==> src/hw/rtl/assert_macros.svh <==
// Assertion macros shared by the monitor RTL.
// Included by the modules that check their own logic; no other dependencies.
`ifndef ASSERT_MACROS_SVH
`define ASSERT_MACROS_SVH
`ifndef SYNTHESIS
`define MPFM_ASSERT(lbl, clk, rst, prop) \
    lbl: assert property (@(posedge clk) disable iff (rst) prop) \
        else $error("%m: assertion failed");
`define MPFM_NEVER(lbl, clk, rst, cond) \
    lbl: assert property (@(posedge clk) disable iff (rst) !(cond)) \
        else $error("%m: forbidden condition seen");
`else
`define MPFM_ASSERT(lbl, clk, rst, prop)
`define MPFM_NEVER(lbl, clk, rst, cond)
`endif
`endif

==> src/hw/rtl/mpfm_pkg.sv <==
// Package for the mains presence and frequency monitor.
// Holds widths, register indexes, reset values and divider request types.
package mpfm_pkg;
    localparam int CHANNELS     = 4;
    localparam int CH_W         = (CHANNELS > 1) ? $clog2(CHANNELS) : 1;
    localparam int RESULT_LIMIT = 4;
    localparam int N_RES        = (CHANNELS < RESULT_LIMIT) ? CHANNELS : RESULT_LIMIT;
    localparam int TIME_W       = 32;
    localparam int CFG_W        = 16;
    localparam int CFG_IDX_W    = 2;
    localparam int CNT_W        = 8;
    localparam int CHAN_FIELD_W = 2;
    localparam int DIV_STEP_W   = $clog2(CNT_W);

    localparam logic [CNT_W-1:0] CNT_MAX = {CNT_W{1'b1}};

    localparam logic CMD_CROSS = 1'b0;
    localparam logic CMD_TICK  = 1'b1;

    localparam logic [CFG_W-1:0] LOSS_TIMEOUT_RST  = 16'd100;
    localparam logic [CFG_W-1:0] WINDOW_LENGTH_RST = 16'd1000;
    localparam logic [CFG_W-1:0] WINDOW_GAP_RST    = 16'd10000;
    localparam logic [CNT_W-1:0] COUNT_DIVISOR_RST = 8'd1;

    typedef enum logic [CFG_IDX_W-1:0] {
        CFG_LOSS_TIMEOUT  = 2'd0,
        CFG_WINDOW_LENGTH = 2'd1,
        CFG_WINDOW_GAP    = 2'd2,
        CFG_COUNT_DIVISOR = 2'd3
    } t_cfg_idx;

    typedef struct packed {
        logic             start;
        logic [CNT_W-1:0] dividend;
        logic [CNT_W-1:0] divisor;
    } t_div_req;

    typedef struct packed {
        logic             done;
        logic [CNT_W-1:0] quotient;
    } t_div_rsp;
endpackage

==> src/hw/rtl/mpfm_if.sv <==
// Valid/ready channels of the monitor: input items and per-channel results.
// Depends on mpfm_pkg for field widths.
interface mpfm_in_if;
    logic                                 valid;
    logic                                 ready;
    logic                                 cmd;
    logic [mpfm_pkg::CHAN_FIELD_W-1:0]    channel;
    logic [mpfm_pkg::TIME_W-1:0]          time_ms;

    modport source (output valid, cmd, channel, time_ms, input ready);
    modport sink   (input valid, cmd, channel, time_ms, output ready);
endinterface

interface mpfm_out_if;
    logic                                 valid;
    logic                                 ready;
    logic [mpfm_pkg::CHAN_FIELD_W-1:0]    chan_index;
    logic                                 power_on;
    logic                                 status_changed;
    logic [mpfm_pkg::CNT_W-1:0]           frequency;
    logic                                 any_power;
    logic                                 measuring;
    logic                                 last_result;

    modport source (output valid, chan_index, power_on, status_changed, frequency,
                    any_power, measuring, last_result, input ready);
    modport sink   (input valid, chan_index, power_on, status_changed, frequency,
                    any_power, measuring, last_result, output ready);
endinterface

==> src/hw/rtl/mpfm_div.sv <==
// Shared restoring divider, one quotient bit per cycle.
// Depends on mpfm_pkg (t_div_req, t_div_rsp) and assert_macros.svh.
`include "assert_macros.svh"

module mpfm_div (
    input  logic               i_clk,
    input  logic               i_rst_n,
    input  mpfm_pkg::t_div_req i_req,
    output mpfm_pkg::t_div_rsp o_rsp
);
    logic                                r_busy;
    logic                                r_done;
    logic [mpfm_pkg::DIV_STEP_W-1:0]     r_step;
    logic [mpfm_pkg::CNT_W-1:0]          r_quo;
    logic [mpfm_pkg::CNT_W-1:0]          r_rem;
    logic [mpfm_pkg::CNT_W-1:0]          r_dvs;
    logic [mpfm_pkg::CNT_W-1:0]          r_dvd;

    logic [mpfm_pkg::CNT_W:0]            shifted;
    logic [mpfm_pkg::CNT_W:0]            trial;
    logic                                fits;

    always_comb begin
        shifted = {r_rem, r_quo[mpfm_pkg::CNT_W-1]};
        trial   = shifted - {1'b0, r_dvs};
        fits    = shifted >= {1'b0, r_dvs};
    end

    always_ff @(posedge i_clk) begin
        if (!i_rst_n) begin
            r_busy <= 1'b0;
            r_done <= 1'b0;
            r_step <= '0;
        end else begin
            r_done <= 1'b0;
            if (i_req.start) begin
                r_busy <= 1'b1;
                r_step <= '0;
                r_quo  <= i_req.dividend;
                r_dvd  <= i_req.dividend;
                r_rem  <= '0;
                r_dvs  <= (i_req.divisor == '0) ? mpfm_pkg::CNT_W'(1) : i_req.divisor;
            end else if (r_busy) begin
                r_rem  <= fits ? trial[mpfm_pkg::CNT_W-1:0] : shifted[mpfm_pkg::CNT_W-1:0];
                r_quo  <= {r_quo[mpfm_pkg::CNT_W-2:0], fits};
                r_step <= r_step + mpfm_pkg::DIV_STEP_W'(1);
                if (r_step == mpfm_pkg::DIV_STEP_W'(mpfm_pkg::CNT_W - 1)) begin
                    r_busy <= 1'b0;
                    r_done <= 1'b1;
                end
            end
        end
    end

    assign o_rsp.done     = r_done;
    assign o_rsp.quotient = r_quo;

    `MPFM_ASSERT(a_done_after_busy, i_clk, !i_rst_n, o_rsp.done |-> $past(r_busy))
    `MPFM_NEVER(a_no_restart, i_clk, !i_rst_n, i_req.start && r_busy)
    `MPFM_ASSERT(a_quo_bounded, i_clk, !i_rst_n, o_rsp.done |-> (o_rsp.quotient <= r_dvd))
endmodule

==> src/hw/rtl/mains_presence_freq_monitor.sv <==
// Mains presence and frequency monitor: sequencer, channel state and window timer.
// Depends on mpfm_pkg, mpfm_if (mpfm_in_if, mpfm_out_if), mpfm_div, assert_macros.svh.
//
// A crossing item is handled in the cycle it is accepted. A tick item runs the
// loss check for each channel in turn on the shared 32-bit subtract/compare
// unit, then delivers its results in turn, holding on output stalls; when the
// tick closes the counting window it first runs each channel's count through
// the shared 8-bit divider, one channel after another. The block takes no input
// item while a tick is in progress or its results are still being delivered.
`include "assert_macros.svh"

module mains_presence_freq_monitor (
    input  logic                              i_clk,
    input  logic                              i_rst_n,
    input  logic                              i_cfg_we,
    input  logic [mpfm_pkg::CFG_IDX_W-1:0]    i_cfg_idx,
    input  logic [mpfm_pkg::CFG_W-1:0]        i_cfg_wdata,
    mpfm_in_if.sink                           i_in,
    mpfm_out_if.source                        o_out
);
    typedef enum logic [2:0] {
        S_IDLE,
        S_DIV_ISSUE,
        S_DIV_WAIT,
        S_LOSS,
        S_EMIT
    } t_state;

    localparam int CHN = mpfm_pkg::CHANNELS;
    localparam int CHW = mpfm_pkg::CH_W;
    localparam int TW  = mpfm_pkg::TIME_W;
    localparam int CW  = mpfm_pkg::CFG_W;
    localparam int NW  = mpfm_pkg::CNT_W;

    t_state                r_state, n_state;
    logic [CHW-1:0]        r_idx, n_idx;
    logic [CW-1:0]         r_loss_to, r_win_len, r_win_gap;
    logic [NW-1:0]         r_divisor;
    logic [CHN-1:0]        r_power, n_power;
    logic [CHN-1:0]        r_reported, n_reported;
    logic [CHN-1:0]        r_changed, n_changed;
    logic [NW-1:0]         r_count [CHN];
    logic [NW-1:0]         n_count [CHN];
    logic [NW-1:0]         r_freq [CHN];
    logic [NW-1:0]         n_freq [CHN];
    logic [TW-1:0]         r_last [CHN];
    logic [TW-1:0]         n_last [CHN];
    logic                  r_win_open, n_win_open;
    logic [TW-1:0]         r_win_start, n_win_start;
    logic [TW-1:0]         r_win_end, n_win_end;
    logic [TW-1:0]         r_now, n_now;
    logic                  r_any, n_any;

    logic [TW-1:0]         sub_a, sub_b, sub_diff;
    logic [CW-1:0]         sub_lim;
    logic                  sub_ge;
    logic                  in_acc;
    logic [CHW-1:0]        cross_ch;
    logic                  cross_ok;
    logic                  drop;
    logic                  keep;

    mpfm_pkg::t_div_req    div_req;
    mpfm_pkg::t_div_rsp    div_rsp;

    mpfm_div u_div (
        .i_clk   (i_clk),
        .i_rst_n (i_rst_n),
        .i_req   (div_req),
        .o_rsp   (div_rsp)
    );

    assign div_req.start    = (r_state == S_DIV_ISSUE);
    assign div_req.dividend = r_count[r_idx];
    assign div_req.divisor  = r_divisor;

    always_comb begin
        if (r_state == S_IDLE) begin
            sub_a   = i_in.time_ms;
            sub_b   = r_win_open ? r_win_start : r_win_end;
            sub_lim = r_win_open ? r_win_len : r_win_gap;
        end else begin
            sub_a   = r_now;
            sub_b   = r_last[r_idx];
            sub_lim = r_loss_to;
        end
        sub_diff = sub_a - sub_b;
        sub_ge   = sub_diff >= {{(TW - CW){1'b0}}, sub_lim};
    end

    assign in_acc   = i_in.valid && i_in.ready;
    assign cross_ch = CHW'(i_in.channel);
    assign cross_ok = 32'(i_in.channel) < CHN;
    assign drop     = r_power[r_idx] && (r_last[r_idx] != '0) && (r_last[r_idx] < r_now)
                      && sub_ge;
    assign keep     = r_power[r_idx] && !drop;

    always_comb begin
        n_state     = r_state;
        n_idx       = r_idx;
        n_power     = r_power;
        n_reported  = r_reported;
        n_changed   = r_changed;
        n_count     = r_count;
        n_freq      = r_freq;
        n_last      = r_last;
        n_win_open  = r_win_open;
        n_win_start = r_win_start;
        n_win_end   = r_win_end;
        n_now       = r_now;
        n_any       = r_any;
        case (r_state)
            S_IDLE: begin
                if (in_acc && i_in.cmd == mpfm_pkg::CMD_CROSS) begin
                    if (cross_ok) begin
                        if (r_win_open && r_count[cross_ch] != mpfm_pkg::CNT_MAX) begin
                            n_count[cross_ch] = r_count[cross_ch] + NW'(1);
                        end
                        n_last[cross_ch]  = i_in.time_ms;
                        n_power[cross_ch] = 1'b1;
                    end
                end else if (in_acc) begin
                    n_now = i_in.time_ms;
                    n_idx = '0;
                    n_any = 1'b0;
                    n_state = S_LOSS;
                    if (r_win_open) begin
                        if (sub_ge) begin
                            n_win_open  = 1'b0;
                            n_win_end   = i_in.time_ms;
                            n_win_start = '0;
                            n_state     = S_DIV_ISSUE;
                        end
                    end else if (sub_ge) begin
                        n_win_open  = 1'b1;
                        n_win_start = i_in.time_ms;
                    end
                end
            end
            S_DIV_ISSUE: begin
                n_state = S_DIV_WAIT;
            end
            S_DIV_WAIT: begin
                if (div_rsp.done) begin
                    n_freq[r_idx]  = div_rsp.quotient;
                    n_count[r_idx] = '0;
                    if (r_idx == CHW'(CHN - 1)) begin
                        n_idx   = '0;
                        n_state = S_LOSS;
                    end else begin
                        n_idx   = r_idx + CHW'(1);
                        n_state = S_DIV_ISSUE;
                    end
                end
            end
            S_LOSS: begin
                n_power[r_idx]    = keep;
                n_changed[r_idx]  = r_reported[r_idx] != keep;
                n_reported[r_idx] = keep;
                n_any             = r_any || keep;
                if (drop) begin
                    n_last[r_idx] = '0;
                end
                if (r_idx == CHW'(CHN - 1)) begin
                    n_idx   = '0;
                    n_state = S_EMIT;
                end else begin
                    n_idx = r_idx + CHW'(1);
                end
            end
            S_EMIT: begin
                if (o_out.ready) begin
                    if (r_idx == CHW'(mpfm_pkg::N_RES - 1)) begin
                        n_idx   = '0;
                        n_state = S_IDLE;
                    end else begin
                        n_idx = r_idx + CHW'(1);
                    end
                end
            end
            default: begin
                n_state = S_IDLE;
            end
        endcase
    end

    always_ff @(posedge i_clk) begin
        if (!i_rst_n) begin
            r_state     <= S_IDLE;
            r_idx       <= '0;
            r_loss_to   <= mpfm_pkg::LOSS_TIMEOUT_RST;
            r_win_len   <= mpfm_pkg::WINDOW_LENGTH_RST;
            r_win_gap   <= mpfm_pkg::WINDOW_GAP_RST;
            r_divisor   <= mpfm_pkg::COUNT_DIVISOR_RST;
            r_power     <= '0;
            r_reported  <= '0;
            r_changed   <= '0;
            r_count     <= '{default: '0};
            r_freq      <= '{default: '0};
            r_last      <= '{default: '0};
            r_win_open  <= 1'b0;
            r_win_start <= '0;
            r_win_end   <= '0;
            r_any       <= 1'b0;
        end else begin
            r_state     <= n_state;
            r_idx       <= n_idx;
            r_power     <= n_power;
            r_reported  <= n_reported;
            r_changed   <= n_changed;
            r_count     <= n_count;
            r_freq      <= n_freq;
            r_last      <= n_last;
            r_win_open  <= n_win_open;
            r_win_start <= n_win_start;
            r_win_end   <= n_win_end;
            r_any       <= n_any;
            if (i_cfg_we) begin
                case (mpfm_pkg::t_cfg_idx'(i_cfg_idx))
                    mpfm_pkg::CFG_LOSS_TIMEOUT:  r_loss_to <= i_cfg_wdata;
                    mpfm_pkg::CFG_WINDOW_LENGTH: r_win_len <= i_cfg_wdata;
                    mpfm_pkg::CFG_WINDOW_GAP:    r_win_gap <= i_cfg_wdata;
                    mpfm_pkg::CFG_COUNT_DIVISOR: r_divisor <= i_cfg_wdata[NW-1:0];
                    default: begin
                    end
                endcase
            end
        end
        r_now <= n_now;
    end

    assign i_in.ready           = (r_state == S_IDLE);
    assign o_out.valid          = (r_state == S_EMIT);
    assign o_out.chan_index     = mpfm_pkg::CHAN_FIELD_W'(r_idx);
    assign o_out.power_on       = r_power[r_idx];
    assign o_out.status_changed = r_changed[r_idx];
    assign o_out.frequency      = r_freq[r_idx];
    assign o_out.any_power      = r_any;
    assign o_out.measuring      = r_win_open;
    assign o_out.last_result    = (r_idx == CHW'(mpfm_pkg::N_RES - 1));

    `MPFM_NEVER(a_no_overlap, i_clk, !i_rst_n, i_in.ready && o_out.valid)
    `MPFM_ASSERT(a_last_frees, i_clk, !i_rst_n, (o_out.valid && o_out.ready && o_out.last_result) |=> i_in.ready)
    `MPFM_ASSERT(a_any_power, i_clk, !i_rst_n, o_out.valid |-> (o_out.any_power == (|r_power)))
    `MPFM_ASSERT(a_div_done_wait, i_clk, !i_rst_n, div_rsp.done |-> (r_state == S_DIV_WAIT))
endmodule
==> src/flat_wrapper.sv <==
// flat-port wrapper written by rule: the top's interface ports become plain ports
module mains_presence_freq_monitor_flat 
  (i_clk, i_rst_n, i_cfg_we, i_cfg_idx, i_cfg_wdata, i_in_valid, i_in_cmd, i_in_channel, i_in_time_ms, i_in_ready, o_out_valid, o_out_chan_index, o_out_power_on, o_out_status_changed, o_out_frequency, o_out_any_power, o_out_measuring, o_out_last_result, o_out_ready);
  mpfm_in_if i_in_i ();
  mpfm_out_if o_out_i ();
  input  logic i_clk;
  input  logic i_rst_n;
  input  logic i_cfg_we;
  input  logic [mpfm_pkg::CFG_IDX_W-1:0] i_cfg_idx;
  input  logic [mpfm_pkg::CFG_W-1:0] i_cfg_wdata;
  input wire logic [$bits(i_in_i.valid)-1:0] i_in_valid;
  input wire logic [$bits(i_in_i.cmd)-1:0] i_in_cmd;
  input wire logic [$bits(i_in_i.channel)-1:0] i_in_channel;
  input wire logic [$bits(i_in_i.time_ms)-1:0] i_in_time_ms;
  output wire logic [$bits(i_in_i.ready)-1:0] i_in_ready;
  output wire logic [$bits(o_out_i.valid)-1:0] o_out_valid;
  output wire logic [$bits(o_out_i.chan_index)-1:0] o_out_chan_index;
  output wire logic [$bits(o_out_i.power_on)-1:0] o_out_power_on;
  output wire logic [$bits(o_out_i.status_changed)-1:0] o_out_status_changed;
  output wire logic [$bits(o_out_i.frequency)-1:0] o_out_frequency;
  output wire logic [$bits(o_out_i.any_power)-1:0] o_out_any_power;
  output wire logic [$bits(o_out_i.measuring)-1:0] o_out_measuring;
  output wire logic [$bits(o_out_i.last_result)-1:0] o_out_last_result;
  input wire logic [$bits(o_out_i.ready)-1:0] o_out_ready;
  assign i_in_i.valid = i_in_valid;
  assign i_in_i.cmd = i_in_cmd;
  assign i_in_i.channel = i_in_channel;
  assign i_in_i.time_ms = i_in_time_ms;
  assign i_in_ready = i_in_i.ready;
  assign o_out_valid = o_out_i.valid;
  assign o_out_chan_index = o_out_i.chan_index;
  assign o_out_power_on = o_out_i.power_on;
  assign o_out_status_changed = o_out_i.status_changed;
  assign o_out_frequency = o_out_i.frequency;
  assign o_out_any_power = o_out_i.any_power;
  assign o_out_measuring = o_out_i.measuring;
  assign o_out_last_result = o_out_i.last_result;
  assign o_out_i.ready = o_out_ready;
  mains_presence_freq_monitor u_core (.i_clk(i_clk), .i_rst_n(i_rst_n), .i_cfg_we(i_cfg_we), .i_cfg_idx(i_cfg_idx), .i_cfg_wdata(i_cfg_wdata), .i_in(i_in_i), .o_out(o_out_i));
endmodule
==> config.mk <==
export PLATFORM = sky130hd
export DESIGN_NAME = mains_presence_freq_monitor_flat
export DESIGN_NICKNAME = d
export VERILOG_FILES = /design/src/hw/rtl/mpfm_pkg.sv /design/src/hw/rtl/mpfm_if.sv /design/src/hw/rtl/mpfm_div.sv /design/src/hw/rtl/mains_presence_freq_monitor.sv /design/src/flat_wrapper.sv
export VERILOG_INCLUDE_DIRS = /design/src /design/src/hw/rtl
export SDC_FILE = /design/constraint.sdc
export NUM_CORES = 1
export LEC_CHECK = 0
export ABC_AREA = 1
export BUFFER_PORTS_ARGS = -buffer_cell sky130_fd_sc_hd__clkbuf_2
export CORE_MARGIN = 3
export CORE_UTILIZATION = 34
export CTS_BUF_LIST = sky130_fd_sc_hd__clkbuf_16
export DETAILED_ROUTE_END_ITERATION = 10
export GPL_TIMING_DRIVEN = 0
export PLACE_DENSITY_LB_ADDON = 0.05
export SLEW_MARGIN = 20
export SYNTH_ARGS = -nofsm -noshare
export SYNTH_HDL_FRONTEND = slang
export SYNTH_SLANG_ARGS = --single-unit
==> constraint.sdc <==
create_clock -name i_clk -period 8.8 [get_ports i_clk]
set_input_delay 0.44 -clock i_clk [delete_from_list [all_inputs] [get_ports i_clk]]
set_output_delay 0.44 -clock i_clk [all_outputs]
set_load 0.1 [all_outputs]
# --- Yosys cells after proc, flatten, opt, wreduce, memory -nomap -nowiden ---
# Cells that the tools add are included.
# W data, S select, Z words.
op_classes:
  addsub: 5
  n_lt_le_gt_ge: 11
  eq_ne: 20
  muxes: 83
  bitwise_logic: 11
  n_reduce_logical: 39
ops:
  columns: ["cell", "n"]
  rows:
  - ["$mux W32", 13]
  - ["$mux W128", 2]
  - ["$pmux W128 S2", 1]
  - ["$and A128 B128 Y128", 1]
  - ["$bwmux W128", 1]
  - ["$demux W32 S2", 2]
  - ["$not A128 Y128", 1]
  - ["$mux W8", 12]
  - ["$bmux W32 S2", 1]
  - ["$bwmux W32", 2]
  - ["$pmux W32 S2", 1]
  - ["$bmux W8 S2", 3]
  - ["$and A32 B32 Y32", 1]
  - ["$demux W8 S2", 2]
  - ["$ge A32 B16 Y1", 1]
  - ["$lt A32 B32 Y1", 1]
  - ["$mux W16", 2]
  - ["$not A32 Y32", 1]
  - ["$reduce_bool A32 Y1", 1]
  - ["$sub A32 B32 Y32", 1]
  - ["$mux W3", 7]
  - ["$reduce_and A2 Y1", 8]
  - ["$pmux W3 S5", 1]
  - ["$mux W1", 14]
  - ["43 further kinds", 89]
totals:
  regBits: 392
  input_bits: 58
  out_inout_bits: 17
  word_cells: 201

# --- Longest topological paths before layout ---
depth:
  word_depth: 12
  ltp_mapped: 36
  mapped_depth_nobuf: 33

# --- Cells and area by module ---
# From an unflattened synthesis, not the netlist that was laid out.
unflattened:
  hier_cells: 3811
  hier_area_um2: 24751.2
by_module_without_submodules:
  columns: ["mod", "instances", "cells_each", "area_each_um2", "seq_area_each_um2"]
  rows:
  - ["mains_presence_freq_monitor", 1, 3596, 22964.5, 7587.3]
  - ["mpfm_div", 1, 215, 1786.7, 820.8]

# --- Worst setup path after synthesis ---
# OpenSTA, ideal clock, no wires.
synth_path:
  path_kind: "register to register"
  start: "reg u_core.r_state[2]"
  end: "reg u_core.r_win_end[23]"
  setup_ps: 116
  arrival_time_ps: 5474
  required_ps: 8684
  path_slack_ps: 3210
  path_stages_with_launch: 35
  n_path_buf: 4
  period_less_slack_ps: 5590
  cell_sequence: "dfxtp_1 nor2_1 nand2_1 inv_1 clkbuf_1 clkbuf_1 clkbuf_1 a31oi_1 ha_1 inv_1 fa_1 nand2_2 a21oi_2 nand2_1 nand2_2 xor2_1 ha_1 nand2_1 nor2_1 nor3_1 nand2_1 nand2_1 nand2_1 nand2_1 nand2_1 nor2_1 nand2_1 nor2_1 nand2_2 ha_1 nand2_1 clkinv_1 clkbuf_1 nor2_1 nor2_1"
synth_via:
  elab_chain_cells: 5
  word_cells_on_any_way: 10
  classes_between: "add/sub: 1; order compare: 1; mux: 3; bitwise: 1; reduce/logical: 4"
synth_lines:
  columns: ["item", "line", "source"]
  rows:
  - ["start: declaration", "mains_presence_freq_monitor.sv:35", "t_state r_state, n_state;"]
  - ["start signal: assignment", "mains_presence_freq_monitor.sv:206", "r_state <= n_state;"]
  - ["$logic_not A3 Y1 *", "mains_presence_freq_monitor.sv:232", "assign i_in.ready = (r_state == S_IDLE);"]
  - ["via i_in_ready", "flat_wrapper.sv:15", "output wire logic [$bits(i_in_i.ready)-1:0] i_in_ready;"]
  - ["$mux W32 / $logic_and A1 B1 Y1 (equally long branches)", "mains_presence_freq_monitor.sv:78, mains_presence_freq_monitor.sv:91", null]
  - ["$sub A32 B32 Y32 / $logic_and A1 B1 Y1 (equally long branches)", "mains_presence_freq_monitor.sv:87, mains_presence_freq_monitor.sv:114", null]
  - ["$ge A32 B16 Y1 / $not A1 Y1 (equally long branches)", null, null]
  - ["$reduce_and A5 Y1 (no line) *", null, null]
  - ["end signal: assignment", "mains_presence_freq_monitor.sv:216", "r_win_end <= n_win_end;"]
  - ["end: declaration", "mains_presence_freq_monitor.sv:50", "logic [TW-1:0] r_win_end, n_win_end;"]
# Mark *: on every way through the listed nets, which the timed path passes. The rest lies on a longest branch.
# A chain may end at the register's enable or synchronous reset.

# --- Worst setup path in the final report ---
layout_path:
  start: "reg u_core.r_state[2]"
  end: "reg u_core.r_win_end[13]"
layout_via:
  elab_chain_cells: 5
  word_cells_on_any_way: 10
  classes_between: "add/sub: 1; order compare: 1; mux: 3; bitwise: 1; reduce/logical: 4"
layout_lines:
  columns: ["item", "line"]
  rows:
  - ["$logic_not A3 Y1 *", "mains_presence_freq_monitor.sv:78, mains_presence_freq_monitor.sv:112, mains_presence_freq_monitor.sv:232"]
  - ["$mux W32 / $logic_and A1 B1 Y1 (equally long branches)", "mains_presence_freq_monitor.sv:78, mains_presence_freq_monitor.sv:91"]
  - ["$sub A32 B32 Y32 / $logic_and A1 B1 Y1 (equally long branches)", "mains_presence_freq_monitor.sv:87, mains_presence_freq_monitor.sv:114"]
  - ["$ge A32 B16 Y1 / $not A1 Y1 (equally long branches)", null]
  - ["$reduce_and A5 Y1 (no line) *", null]
# Mark *: on every way between the ends. The rest lies on a longest branch, timed or not.

==> impl_results.md <==
- Hold_buf cts: 0
- Initial detailed-routing violation count: 2334
- Top-count cell post-synth: nand2_1
- FP Rows: between 90 and 100
- Leakage: about 12 nW
- Post-synth top flop: dfxtp_1
- Average size of a mapped cell: approximately 6.5 um^2
- Synth top area share: 27.3%
- Hold Path Class: input port to flip-flop
- Max Clk Rate: between 0.1 and 0.15 GHz
- R2R Path End: u_core.r_win_end[13]
- Post-CTS setup buffer count: 0
- Placed Instances: around 4800
- Clk root buf: clkbuf_16
- Cell count of the worst reg-to-reg path: 33
- Initial Util: between 30 and 40%
- Util after Layout: 38.7%
- Tcrit/Tclk final: about nine tenths
- Top Ports: 75
- CTS tree: done
- Unrepaired setup endpoints after global routing: false
- Critical path data required time: 9280 ps
- Vias in the first global route: roughly 24000
- DIE AREA: about 0.076 mm^2
- RR Startpoint: u_core.r_state[2]
- Final nets: ~4100
- Cell variety after synth: 49
- GPL Wtd Cong: slightly below 0.9
- Final wirelength: 101000 um
- Clock skew: approximately 27 ps
- Antenna-violating nets left: 0
- Ys Warns: 0
- DR vias/cell: 5.21
- Fin. Hold Viols: 0
- Fin. max-slew vios: 0
- Crit path kind: flip-flop to flip-flop
- Fillers: approximately 7900
- Post-synth EDFFs: 56
- Worst-Margin Slew: 1010 ps
- Mapped Area: 0.0246 mm^2
- Die Ht: between 200 and 300 um
- Crit path max-delay cell type: clkbuf_1
- Critical Path Sink Type: flip-flop
- WHS Path Cells: 3
- Dpl hpwl: ~77000 um
- DR WL/cell: 20.6 um
- Startpoint types: flip-flop
- Initial antenna violation count: 0
- Core Area: about 0.07 mm^2
- Endpoints failing setup: 0
- GRT Overall Usage: 26.1%
- Yosys top cell by area: dfxtp_1
- 1st-pass router iterations: 6
- PwrDens: around 360 mW/mm^2
- Outcome: completed
- R2R Setup Slk: ~930 ps
- Setup TNS: 0 ps
- Crit path arrival time: around 8400 ps
- Largest net degree at the start of global routing: 23
- Net Count, Synth: roughly 3900
- Clock Latency Late Sink: around 610 ps
- Number of buffers added on ports: 73
- Share of cells above drive strength 1: roughly 5.7%
- PnR Total Power: just over 10 mW
- Area Overhead vs Synth: 12.4%
- Area after DPL: approximately 0.026 mm^2
- Fin area: 0.0277 mm^2
- Post-Synthesis Cells: around 3800
- Area contributors post-synth: dfxtp_1 (27%), nand2_1 (14%), inv_1 (8.4%)
- Hold_sp: i_cfg_wdata[9]
- GRT overflow: 0
- Chip Width: 275 um
- Final min period: 7870 ps
- Flops & latches, synth: around 390
- Sequential share of the synthesized area: 34.1%
- Layout Cells excl Fill: 4895
- Post-cts resize count: 0
- CTS Buf Count: 48
- Max-cap viol count: 0
- Global-route wire length before repair: 152000 um
- Reg clk slew, reported paths: about 60 ps
- Hold EP: u_core.r_win_len[9]
- Crit-path max cell delay: approximately 700 ps
- DR vias: around 25000
- H-tree depth: 2
- VDD IR max: ~0.19 mV
- Slew headroom: about a third
- Drc violations: 0
- Worst Path Max Fanout: 10
- Most common library cells after synthesis: nand2_1 (894), inv_1 (550), nor2_1 (443)
- CTS Buffer Depth: 3
- Num Clock Sinks: 392
- Fraction of registers with async set/reset: 0%
-- through the flow --
| step | setup slack, ps | hold WS [ps] |
|---|---|---|
| after floorplan | 3210 | 430 |
| after global placement | 914 | 445 |
| after detailed placement | 894 | 449 |
| after CTS | 889 | 43.0 |
| after global routing | 372 | 73.3 |
| final | 931 | 74.0 |
-- cells in the final DEF, fill, tap and decap left out, types with 11 or more instances in the layout --
master / instances
o21ai_0: 297
inv_2: 11
xor2_1: 17
dfxtp_1: 336
clkbuf_2: 73
buf_1: 26
buf_2: 33
buf_6: 15
nand2_1: 894
o22ai_1: 15
nand3_1: 168
clkbuf_1: 161
o32ai_1: 17
clkbuf_16: 48
nand4_1: 167
a21oi_1: 244
a32oi_1: 128
ha_1: 95
edfxtp_1: 56
clkinv_1: 20
nor2_1: 442
inv_1: 565
-- critical path, delay by kind of cell (launching register included) --
family	cells	cell delay [ps]
fa+ha+maj	4	1070
flops	1	360
xor+xnor	1	250
compound gates	3	650
simple gates	17	2240
buf+inv	8	3150
-- report_power, final --
group          switching [mW]  internal, mW  leakage [nW]
clock network           0.860         0.998         0.758
logic                    4.28          1.74          8.13
registers               0.152          2.06          3.24
-- per-layer routing --
layer	global-route usage [%]	vias to the layer above	routed length [um]
met4	6.73	0	2460
met2	42.4	767	45600
li1	-	12700	-
met3	2.93	129	5720
met1	36.9	11900	47200
met5	0	-	0
-- logic make-up after synthesis --
group | after synthesis | synth area share (%)
DFF | 392 | 34.1
xor gates and xnor gates | 22 | 0.782
adders and majority gates | 97 | 4.99
buffers and inverters | 800 | 12.8
AOI/OAI and AO/OA | 752 | 18.0
muxes | 1 | 0.0406
and+or+nand+nor | 1714 | 29.2
-- worst max-delay path by stage --
stage,start,end,slack [ps],depth (start not counted)
after floorplan,u_core.r_state[2],u_core.r_win_end[23],3210,34
after global placement,u_core.r_state[2],u_core.r_win_end[14],910,33
after detailed placement,u_core.r_state[2],u_core.r_win_end[22],890,33
after CTS,u_core.r_state[2],u_core.r_win_end[13],890,33
after global routing,u_core.r_state[2],u_core.r_win_end[19],370,34
final,u_core.r_state[2],u_core.r_win_end[13],930,33
-- area by class of cell --
class | instances | area (um^2) | area share (%)
inverters | 563 | 2110 | 7.63
clock buffers | 48 | 1200 | 4.34
repair buffers | 76 | 404 | 1.46
flip-flops and latches | 392 | 8410 | 30.4
diodes | 1 | 2.50 | 0.00904
plain buffers | 237 | 1050 | 3.78
multi-input cells | 2586 | 13100 | 47.3
well taps | 950 | 1190 | 4.29
clock inverters | 42 | 229 | 0.827
-- sequential cells by signal, summed over array words and instances, names as in the netlist, 16 cells and up --
register	count
u_core.r_count	32
u_core.r_freq	32
u_core.r_last	128
u_core.r_loss_to	16
u_core.r_now	32
u_core.r_win_end	32
u_core.r_win_gap	16
u_core.r_win_len	16
u_core.r_win_start	32
(Power assumes the default switching activity.)
